[src/sv/ppucpu_pkg.sv]
// ppucpu_pkg: shared types, register codes and constants of the cpu register port
// depends on nothing; imported by ppucpu_spr, ppucpu_regs, the top level and the checker
package ppucpu_pkg;

  // sprite attribute memory geometry
  localparam int SPRITE_BYTES = 256;
  localparam int SPR_AW       = $clog2(SPRITE_BYTES);

  // access direction
  localparam logic OP_READ  = 1'b0;
  localparam logic OP_WRITE = 1'b1;

  // register numbers on the cpu side
  localparam logic [2:0] REG_CTRL     = 3'd0;
  localparam logic [2:0] REG_MASK     = 3'd1;
  localparam logic [2:0] REG_STATUS   = 3'd2;
  localparam logic [2:0] REG_SPR_ADDR = 3'd3;
  localparam logic [2:0] REG_SPR_DATA = 3'd4;
  localparam logic [2:0] REG_SCROLL   = 3'd5;
  localparam logic [2:0] REG_ADDR     = 3'd6;
  localparam logic [2:0] REG_DATA     = 3'd7;

  // address constants
  localparam logic [13:0] BUFFERED_TOP = 14'h3EFF;  // last address served through the buffer
  localparam logic [7:0]  ATTR_MASK    = 8'h1C;     // unused attribute bits
  localparam logic [1:0]  ATTR_SLOT    = 2'd2;      // byte of a sprite entry holding attributes
  localparam logic [14:0] STEP_ROW     = 15'h0020;
  localparam logic [14:0] STEP_ONE     = 15'h0001;

  // input word of one bus access
  typedef struct packed {
    logic       op;
    logic [2:0] reg_index;
    logic [7:0] wdata;
    logic [7:0] vram_rdata;
    logic [7:0] status_in;
  } in_word_t;

  // result word of one bus access
  typedef struct packed {
    logic [7:0]  rdata;
    logic [13:0] vram_addr;
    logic        vram_we;
    logic [7:0]  vram_wdata;
    logic        vblank_clear;
    logic [14:0] temp_addr;
    logic [2:0]  fine_x;
    logic [14:0] cur_addr;
  } out_word_t;

  // request from the register file to the sprite memory
  typedef struct packed {
    logic              rd;
    logic              wr;
    logic [SPR_AW-1:0] addr;
    logic [7:0]        wdata;
  } spr_req_t;

endpackage

[src/sv/ppucpu_ram.sv]
// ppucpu_ram: generic single-port-write, single-port-read ram with registered read
// depends on nothing
module ppucpu_ram #(
  parameter int WIDTH = 8,
  parameter int DEPTH = 256
) (
  input  logic                     clk,
  input  logic                     we,
  input  logic [$clog2(DEPTH)-1:0] waddr,
  input  logic [WIDTH-1:0]         wdata,
  input  logic                     re,
  input  logic [$clog2(DEPTH)-1:0] raddr,
  output logic [WIDTH-1:0]         rdata
);

  logic [WIDTH-1:0] mem [DEPTH];
  logic [WIDTH-1:0] rdata_r;

  // write port
  always_ff @(posedge clk) begin
    if (we) begin
      mem[waddr] <= wdata;
    end
  end

  // registered read port
  always_ff @(posedge clk) begin
    if (re) begin
      rdata_r <= mem[raddr];
    end
  end

  assign rdata = rdata_r;

endmodule

[src/sv/ppucpu_spr.sv]
// ppucpu_spr: sprite attribute memory with per-entry valid bits for the zero reset
// depends on ppucpu_pkg and ppucpu_ram
module ppucpu_spr
  import ppucpu_pkg::*;
(
  input  logic       clk,
  input  logic       rst_n,
  input  spr_req_t   req,
  output logic [7:0] rdata
);

  logic [SPRITE_BYTES-1:0] vld_r;
  logic [SPRITE_BYTES-1:0] vld_nxt;
  logic                    hit_r;
  logic                    hit_nxt;
  logic [7:0]              ram_q;

  ppucpu_ram #(
    .WIDTH(8),
    .DEPTH(SPRITE_BYTES)
  ) u_ram (
    .clk   (clk),
    .we    (req.wr),
    .waddr (req.addr),
    .wdata (req.wdata),
    .re    (req.rd),
    .raddr (req.addr),
    .rdata (ram_q)
  );

  // valid bits mark entries written since reset
  always_comb begin
    vld_nxt = vld_r;
    if (req.wr) begin
      vld_nxt[req.addr] = 1'b1;
    end
    hit_nxt = req.rd ? vld_r[req.addr] : hit_r;
  end

  always_ff @(posedge clk) begin
    if (!rst_n) begin
      vld_r <= '0;
      hit_r <= 1'b0;
    end else begin
      vld_r <= vld_nxt;
      hit_r <= hit_nxt;
    end
  end

  // an entry never written reads as zero
  assign rdata = hit_r ? ram_q : 8'h00;

endmodule

[src/sv/ppucpu_regs.sv]
// ppucpu_regs: control, scroll and address registers, write toggle, read buffer
// depends on ppucpu_pkg; drives the sprite memory request
module ppucpu_regs
  import ppucpu_pkg::*;
(
  input  logic      clk,
  input  logic      rst_n,
  input  logic      acc,
  input  in_word_t  in_w,
  output out_word_t res,
  output spr_req_t  spr_req
);

  logic [7:0]        ctrl_r, ctrl_nxt;
  logic [14:0]       cur_r, cur_nxt;
  logic [14:0]       tmp_r, tmp_nxt;
  logic [2:0]        fine_r, fine_nxt;
  logic              tog_r, tog_nxt;
  logic [SPR_AW-1:0] sidx_r, sidx_nxt;
  logic [7:0]        buf_r, buf_nxt;
  logic [7:0]        rb_r [8];
  logic [7:0]        wval;
  logic [7:0]        rd;
  logic              data_acc;
  logic              vclr;
  logic [14:0]       step;

  assign step = ctrl_r[2] ? STEP_ROW : STEP_ONE;

  // sprite data writes to the attribute byte clear the unused attribute bits
  assign wval = (in_w.reg_index == REG_SPR_DATA && sidx_r[1:0] == ATTR_SLOT) ?
                (in_w.wdata & ~ATTR_MASK) : in_w.wdata;

  // next state and result of one access
  always_comb begin
    ctrl_nxt = ctrl_r;
    cur_nxt  = cur_r;
    tmp_nxt  = tmp_r;
    fine_nxt = fine_r;
    tog_nxt  = tog_r;
    sidx_nxt = sidx_r;
    buf_nxt  = buf_r;
    rd       = 8'h00;
    data_acc = 1'b0;
    vclr     = 1'b0;
    spr_req  = '{rd: 1'b0, wr: 1'b0, addr: sidx_r, wdata: wval};
    if (in_w.op == OP_WRITE) begin
      case (in_w.reg_index)
        REG_CTRL: begin
          ctrl_nxt = in_w.wdata;
          tmp_nxt  = {tmp_r[14:12], in_w.wdata[1:0], tmp_r[9:0]};
        end
        REG_SPR_ADDR: begin
          sidx_nxt = in_w.wdata[SPR_AW-1:0];
        end
        REG_SPR_DATA: begin
          spr_req.wr = acc;
          sidx_nxt   = sidx_r + SPR_AW'(1);
        end
        REG_SCROLL: begin
          if (!tog_r) begin
            tmp_nxt  = {tmp_r[14:5], in_w.wdata[7:3]};
            fine_nxt = in_w.wdata[2:0];
            tog_nxt  = 1'b1;
          end else begin
            tmp_nxt = {in_w.wdata[2:0], tmp_r[11:10], in_w.wdata[7:3], tmp_r[4:0]};
            tog_nxt = 1'b0;
          end
        end
        REG_ADDR: begin
          if (!tog_r) begin
            tmp_nxt = {1'b0, in_w.wdata[5:0], tmp_r[7:0]};
            tog_nxt = 1'b1;
          end else begin
            tmp_nxt = {tmp_r[14:8], in_w.wdata};
            cur_nxt = {tmp_r[14:8], in_w.wdata};
            tog_nxt = 1'b0;
          end
        end
        REG_DATA: begin
          data_acc = 1'b1;
          cur_nxt  = cur_r + step;
        end
        default: begin
        end
      endcase
    end else begin
      case (in_w.reg_index)
        REG_STATUS: begin
          rd      = in_w.status_in;
          tog_nxt = 1'b0;
          vclr    = 1'b1;
        end
        REG_SPR_DATA: begin
          spr_req.rd = acc;
        end
        REG_DATA: begin
          data_acc = 1'b1;
          if (cur_r[13:0] <= BUFFERED_TOP) begin
            rd      = buf_r;
            buf_nxt = in_w.vram_rdata;
          end else begin
            rd = in_w.vram_rdata;
          end
          cur_nxt = cur_r + step;
        end
        default: begin
          rd = rb_r[in_w.reg_index];
        end
      endcase
    end
  end

  // result word, sprite data reads are filled in from memory later
  always_comb begin
    res.rdata        = rd;
    res.vram_addr    = data_acc ? cur_r[13:0] : cur_nxt[13:0];
    res.vram_we      = data_acc && (in_w.op == OP_WRITE);
    res.vram_wdata   = res.vram_we ? in_w.wdata : 8'h00;
    res.vblank_clear = vclr;
    res.temp_addr    = tmp_nxt;
    res.fine_x       = fine_nxt;
    res.cur_addr     = cur_nxt;
  end

  // architectural registers
  always_ff @(posedge clk) begin
    if (!rst_n) begin
      ctrl_r <= '0;
      cur_r  <= '0;
      tmp_r  <= '0;
      fine_r <= '0;
      tog_r  <= 1'b0;
      sidx_r <= '0;
      buf_r  <= '0;
    end else if (acc) begin
      ctrl_r <= ctrl_nxt;
      cur_r  <= cur_nxt;
      tmp_r  <= tmp_nxt;
      fine_r <= fine_nxt;
      tog_r  <= tog_nxt;
      sidx_r <= sidx_nxt;
      buf_r  <= buf_nxt;
    end
  end

  // last written byte per register, status writes leave it alone
  always_ff @(posedge clk) begin
    if (!rst_n) begin
      for (int i = 0; i < 8; i++) begin
        rb_r[i] <= '0;
      end
    end else if (acc && in_w.op == OP_WRITE && in_w.reg_index != REG_STATUS) begin
      rb_r[in_w.reg_index] <= wval;
    end
  end

endmodule

[src/sv/ppu_cpu_register_port.sv]
// ppu_cpu_register_port: cpu-side register file of the picture processor
// path: an accepted word passes the stage one register and then the output register to out_valid
// throughput: one word per cycle while out_ready is high; the sprite memory read port sets the two-stage path
// reset: synchronous active-low rst_n zeroes the state registers, valid flags and sprite valid bits at once
// depends on ppucpu_pkg, ppucpu_regs, ppucpu_spr
module ppu_cpu_register_port
  import ppucpu_pkg::*;
(
  input  logic      clk,
  input  logic      rst_n,
  input  logic      in_valid,
  output logic      in_ready,
  input  in_word_t  in_word,
  output logic      out_valid,
  input  logic      out_ready,
  output out_word_t out_word
);

  logic      acc;
  logic      s1_adv;
  logic      s1_v_r, s1_v_nxt;
  logic      out_v_r, out_v_nxt;
  logic      s1_spr_r;
  out_word_t s1_w_r;
  out_word_t s1_fill;
  out_word_t out_w_r;
  out_word_t res;
  spr_req_t  spr_req;
  logic [7:0] spr_rdata;

  ppucpu_regs u_regs (
    .clk     (clk),
    .rst_n   (rst_n),
    .acc     (acc),
    .in_w    (in_word),
    .res     (res),
    .spr_req (spr_req)
  );

  ppucpu_spr u_spr (
    .clk   (clk),
    .rst_n (rst_n),
    .req   (spr_req),
    .rdata (spr_rdata)
  );

  // handshake: stage one waits for sprite memory data, output register is the skid
  assign s1_adv   = s1_v_r && (!out_v_r || out_ready);
  assign in_ready = !s1_v_r || !out_v_r || out_ready;
  assign acc      = in_valid && in_ready;

  always_comb begin
    s1_v_nxt  = acc || (s1_v_r && !s1_adv);
    out_v_nxt = s1_adv || (out_v_r && !out_ready);
  end

  always_ff @(posedge clk) begin
    if (!rst_n) begin
      s1_v_r  <= 1'b0;
      out_v_r <= 1'b0;
    end else begin
      s1_v_r  <= s1_v_nxt;
      out_v_r <= out_v_nxt;
    end
  end

  // stage one word with the sprite byte merged in
  always_comb begin
    s1_fill       = s1_w_r;
    s1_fill.rdata = s1_spr_r ? spr_rdata : s1_w_r.rdata;
  end

  // payload stages
  always_ff @(posedge clk) begin
    if (acc) begin
      s1_w_r   <= res;
      s1_spr_r <= spr_req.rd;
    end
    if (s1_adv) begin
      out_w_r <= s1_fill;
    end
  end

  assign out_valid = out_v_r;
  assign out_word  = out_w_r;

endmodule

[config.mk]
export PLATFORM = sky130hd
export DESIGN_NAME = ppu_cpu_register_port
export DESIGN_NICKNAME = d
export VERILOG_FILES = /design/src/sv/ppucpu_pkg.sv /design/src/sv/ppucpu_ram.sv /design/src/sv/ppucpu_spr.sv /design/src/sv/ppucpu_regs.sv /design/src/sv/ppu_cpu_register_port.sv
export SDC_FILE = /design/constraint.sdc
export NUM_CORES = 2
export LEC_CHECK = 0
export BUFFER_PORTS_ARGS = -buffer_cell sky130_fd_sc_hd__buf_2
export CAP_MARGIN = 40
export CORE_MARGIN = 2
export CORE_UTILIZATION = 35
export CTS_CLUSTER_DIAMETER = 60
export DETAILED_ROUTE_END_ITERATION = 16
export GPL_TIMING_DRIVEN = 0
export RECOVER_POWER = 25
export SKIP_LAST_GASP = 1
export SLEW_MARGIN = 20
export SYNTH_ARGS = -nofsm -noshare
export SYNTH_HDL_FRONTEND = slang
export SYNTH_SLANG_ARGS = --single-unit
[constraint.sdc]
create_clock -name clk -period 7.8 [get_ports clk]
set_clock_uncertainty 0.2 [all_clocks]
set_input_delay 0.78 -clock clk [delete_from_list [all_inputs] [get_ports clk]]
set_output_delay 0.78 -clock clk [all_outputs]
set_load 0.01 [all_outputs]
==> metrics <==
outcome=finished, violations left; failing checks=hold timing, capacitance limit, slew limit; Worst Tran Pin Value=4960 ps; Total GRT Usage=26.3%; WS Path Type=primary input to register; final net count=5839; Hold Path Class=primary input to register; IR drop worst, VDD=0.000219 V; top post-synthesis cells by area=edfxtp_1 68%, mux4_2 15%, dfxtp_1 6.3%; Crit path depth=5; placed cells=9211; antenna violations before repair=26; non-filler cells, final=9741; area leader, netlist=edfxtp_1; First-pass DRT Iterations=10; Netlist cell types=76; main flop type after synthesis=edfxtp_1; Leakage Power=37.1 nW; mean post-synth cell area=19.4 sq um; Die Y=535 microns; Post-synth top cells=2228 x edfxtp_1, 636 x mux4_2, 364 x nor2_1, 310 x dfxtp_1, 258 x o21a_1; Seq/Total Area, Yosys=74.1%; max-slew violations=818; cells after synthesis=5094; Residual DRC=0; Skew-Pair Late Insertion Delay=940 ps; worst path bufs/invs=3; syn nets=5133; R2R Path Start=u_regs.sidx_r[1]; root buf cell=clkbuf_16; first-pass GRT wire length=503000 microns; cell family with most CP delay=buffers and inverters; GPL Wtd Cong=1.04; DP Wirelength=266000 microns; setup TNS=0 ps; CP max stage delay=2550 ps; slowest library cell on the worst path=clkbuf_1; critical path's most frequent cell=clkbuf_1; Wirelength per Cell=39.3 microns; Max-slew headroom=-230%; RR Endpoint=u_spr.u_ram.mem[201][3]; postcts setup bufs=0; Final Critical Period=6420 ps; mapped cell area=98600 sq um; ys async rst share=0%; number of synthesized flops with an enable pin=2228; largest net degree at the start of global routing=133; TritonCTS clock tree=yes; # fillers=24400; Arr. time, crit path=7050 ps; H-tree levels=5; vias post-DR=59500; PostCTS Resize Cnt=0; vias in the first global route=56000; cts hold-fix bufs=10; PwrDens=253 nW/um^2; multi-input logic area=24000 sq um; antenna viol nets, final=0; clock sinks=2538; CTS buffer count=283; clock buffer depth=4; die area=286000 sq um; most frequent cell after synthesis=edfxtp_1; core box area=280000 sq um; fin util=41.8%; critical-path cell list=clkbuf_1 > clkbuf_1 > clkbuf_1 > nand2_1 > a311oi_1; Synth top area share=67.8%; yosys warns=0; share of cells above drive strength 1=29.1%; R2R Setup Slk=1500 ps; unrepaired setup endpoints after global routing=false; fmax=156 MHz; max-cap check violation count=10; period utilisation layout=82.3%; Initial DRC Count=11200; CP Capture Type=register; row count=194; CP Launch Type=primary input; CP startpoint=in_word[17]; area grow syn2layout=18.7%; Worst Reg-to-Reg Cells=12; Reg clk slew, reported paths=60 ps; Seq. cell area=73100 sq um; CP endpoint=u_regs.sidx_r[1]; CP required=8420 ps; critical path fanouts, max=74; initial cell density of the core=35.2%; Min Hold Slack=-1.97 ps; I/O pin count=99; final wirelength=383000 microns; Setup Viol. Count Final=0; synthesized flop and latch total=2538; Die X=535 microns; total grt overflow=0; port buffer count=93; vias per cell=6.11; final hold viol count=1
-- logic make-up (layout without fill, tap and decap cells) --
family | count (synthesis) | count (layout) | share of synthesized area [%]
flip-flops | 2538 | 2538 | 74.1
adder cells (fa/ha/maj) | 7 | 7 | 0.0888
buffers and inverters | 358 | 1265 | 1.76
AO/OA/AOI/OAI | 637 | 637 | 4.50
AND/OR/NAND/NOR | 766 | 766 | 3.42
other | 0 | 16 | 0
multiplexers | 787 | 787 | 16.1
XOR/XNOR | 1 | 1 | 0.00888
-- state kept, by name, indices dropped and copies added (netlist names), 15 cells and up --
register and flops:
u_regs.cur_r 15, u_spr.u_ram.mem 2048, u_regs.rb_r 41, out_word 65, s1_fill 57, u_regs.tmp_r 15
u_spr.vld_r 256
-- power breakdown --
part / switching, W / total (W) / internal (W)
Combinational: 0.00107 / 0.00148 / 0.000408
Sequential: 0.0000230 / 0.0149 / 0.0148
Clock: 0.00547 / 0.0133 / 0.00783
-- cells in the final DEF, fill, tap and decap left out, types with 10 or more instances in the layout --
master         count
edfxtp_1        2228
mux4_2           636
dfxtp_1          310
nor2_1           306
clkbuf_16        287
o21a_1           258
buf_4            229
buf_2            202
nand2_1          200
clkbuf_1         178
mux2i_1          132
a21oi_1          100
a22oi_1           65
o21ai_0           58
nor2_2            58
o22ai_1           49
buf_6             47
nand3_1           42
buf_16            42
clkbuf_2          40
buf_12            36
clkinv_2          34
clkbuf_8          33
and3_1            31
inv_1             27
clkinv_1          24
and2_1            23
bufinv_16         23
nor3_1            22
mux2_2            18
diode_2           16
nand4_1           13
nor2b_1           13
a211oi_1          13
o211ai_1          12
nor4_1            12
clkinvlp_4        10
dlygate4sd3_1     10
-- worst register-to-register path, cell delays in order, from the launching register on --
cell	delay, ps
dfxtp_1	510
buf_4	280
buf_2	710
buf_2	690
buf_2	690
buf_2	560
inv_1	200
ha_1	260
nand2_1	690
clkbuf_2	600
buf_16	230
nor2_1	210
buf_4	250
-- routing by layer --
metal / share of wire (%) / up-vias / track usage (%)
li1: - / 22200 / -
met1: 36 / 31400 / 33.7
met2: 43 / 4841 / 38.1
met3: 14 / 1006 / 9.78
met4: 6.7 / 28 / 15.5
met5: 0.15 / - / 0.483
-- layout make-up --
| type | count | share of cell area, % |
|---|---|---|
| multi-input cells | 2198 | 20.5 |
| clock buffers | 381 | 6.72 |
| diodes | 16 | 0.0342 |
| repair buffers | 421 | 3.73 |
| inverters | 34 | 0.128 |
| flip-flops and latches | 2538 | 62.5 |
| well taps | 3724 | 3.98 |
| plain buffers | 324 | 1.46 |
| clock inverters | 105 | 1.01 |
-- per-stage QoR --
| stage | cell area [sq um] | power [W] | setup WS, ps |
|---|---|---|---|
| 3_3_place_gp | 104000 | 0.0165 | -2460 |
| 6_report | 117000 | 0.0296 | 1380 |
| 4_1_cts | 117000 | 0.0296 | 1850 |
| 3_5_place_dp | 108000 | 0.0166 | 1860 |
| 2_1_floorplan | 98600 | 0.0157 | 1460 |
| 5_1_grt | 117000 | 0.0302 | 1050 |
-- how the worst min path moves through the flow --
stage,from,to,slack [ps],cells past startpoint
CTS,rst_n,u_regs.tmp_r[13],2,3
detailed placement,s1_fill[28],out_word[28],210,0
global route,out_ready,out_valid,20,4
global placement,s1_fill[44],out_word[44],200,0
finish,out_ready,out_valid,-2,4
floorplan,s1_fill[0],out_word[0],200,0
Power figures use the tool's default switching activity.
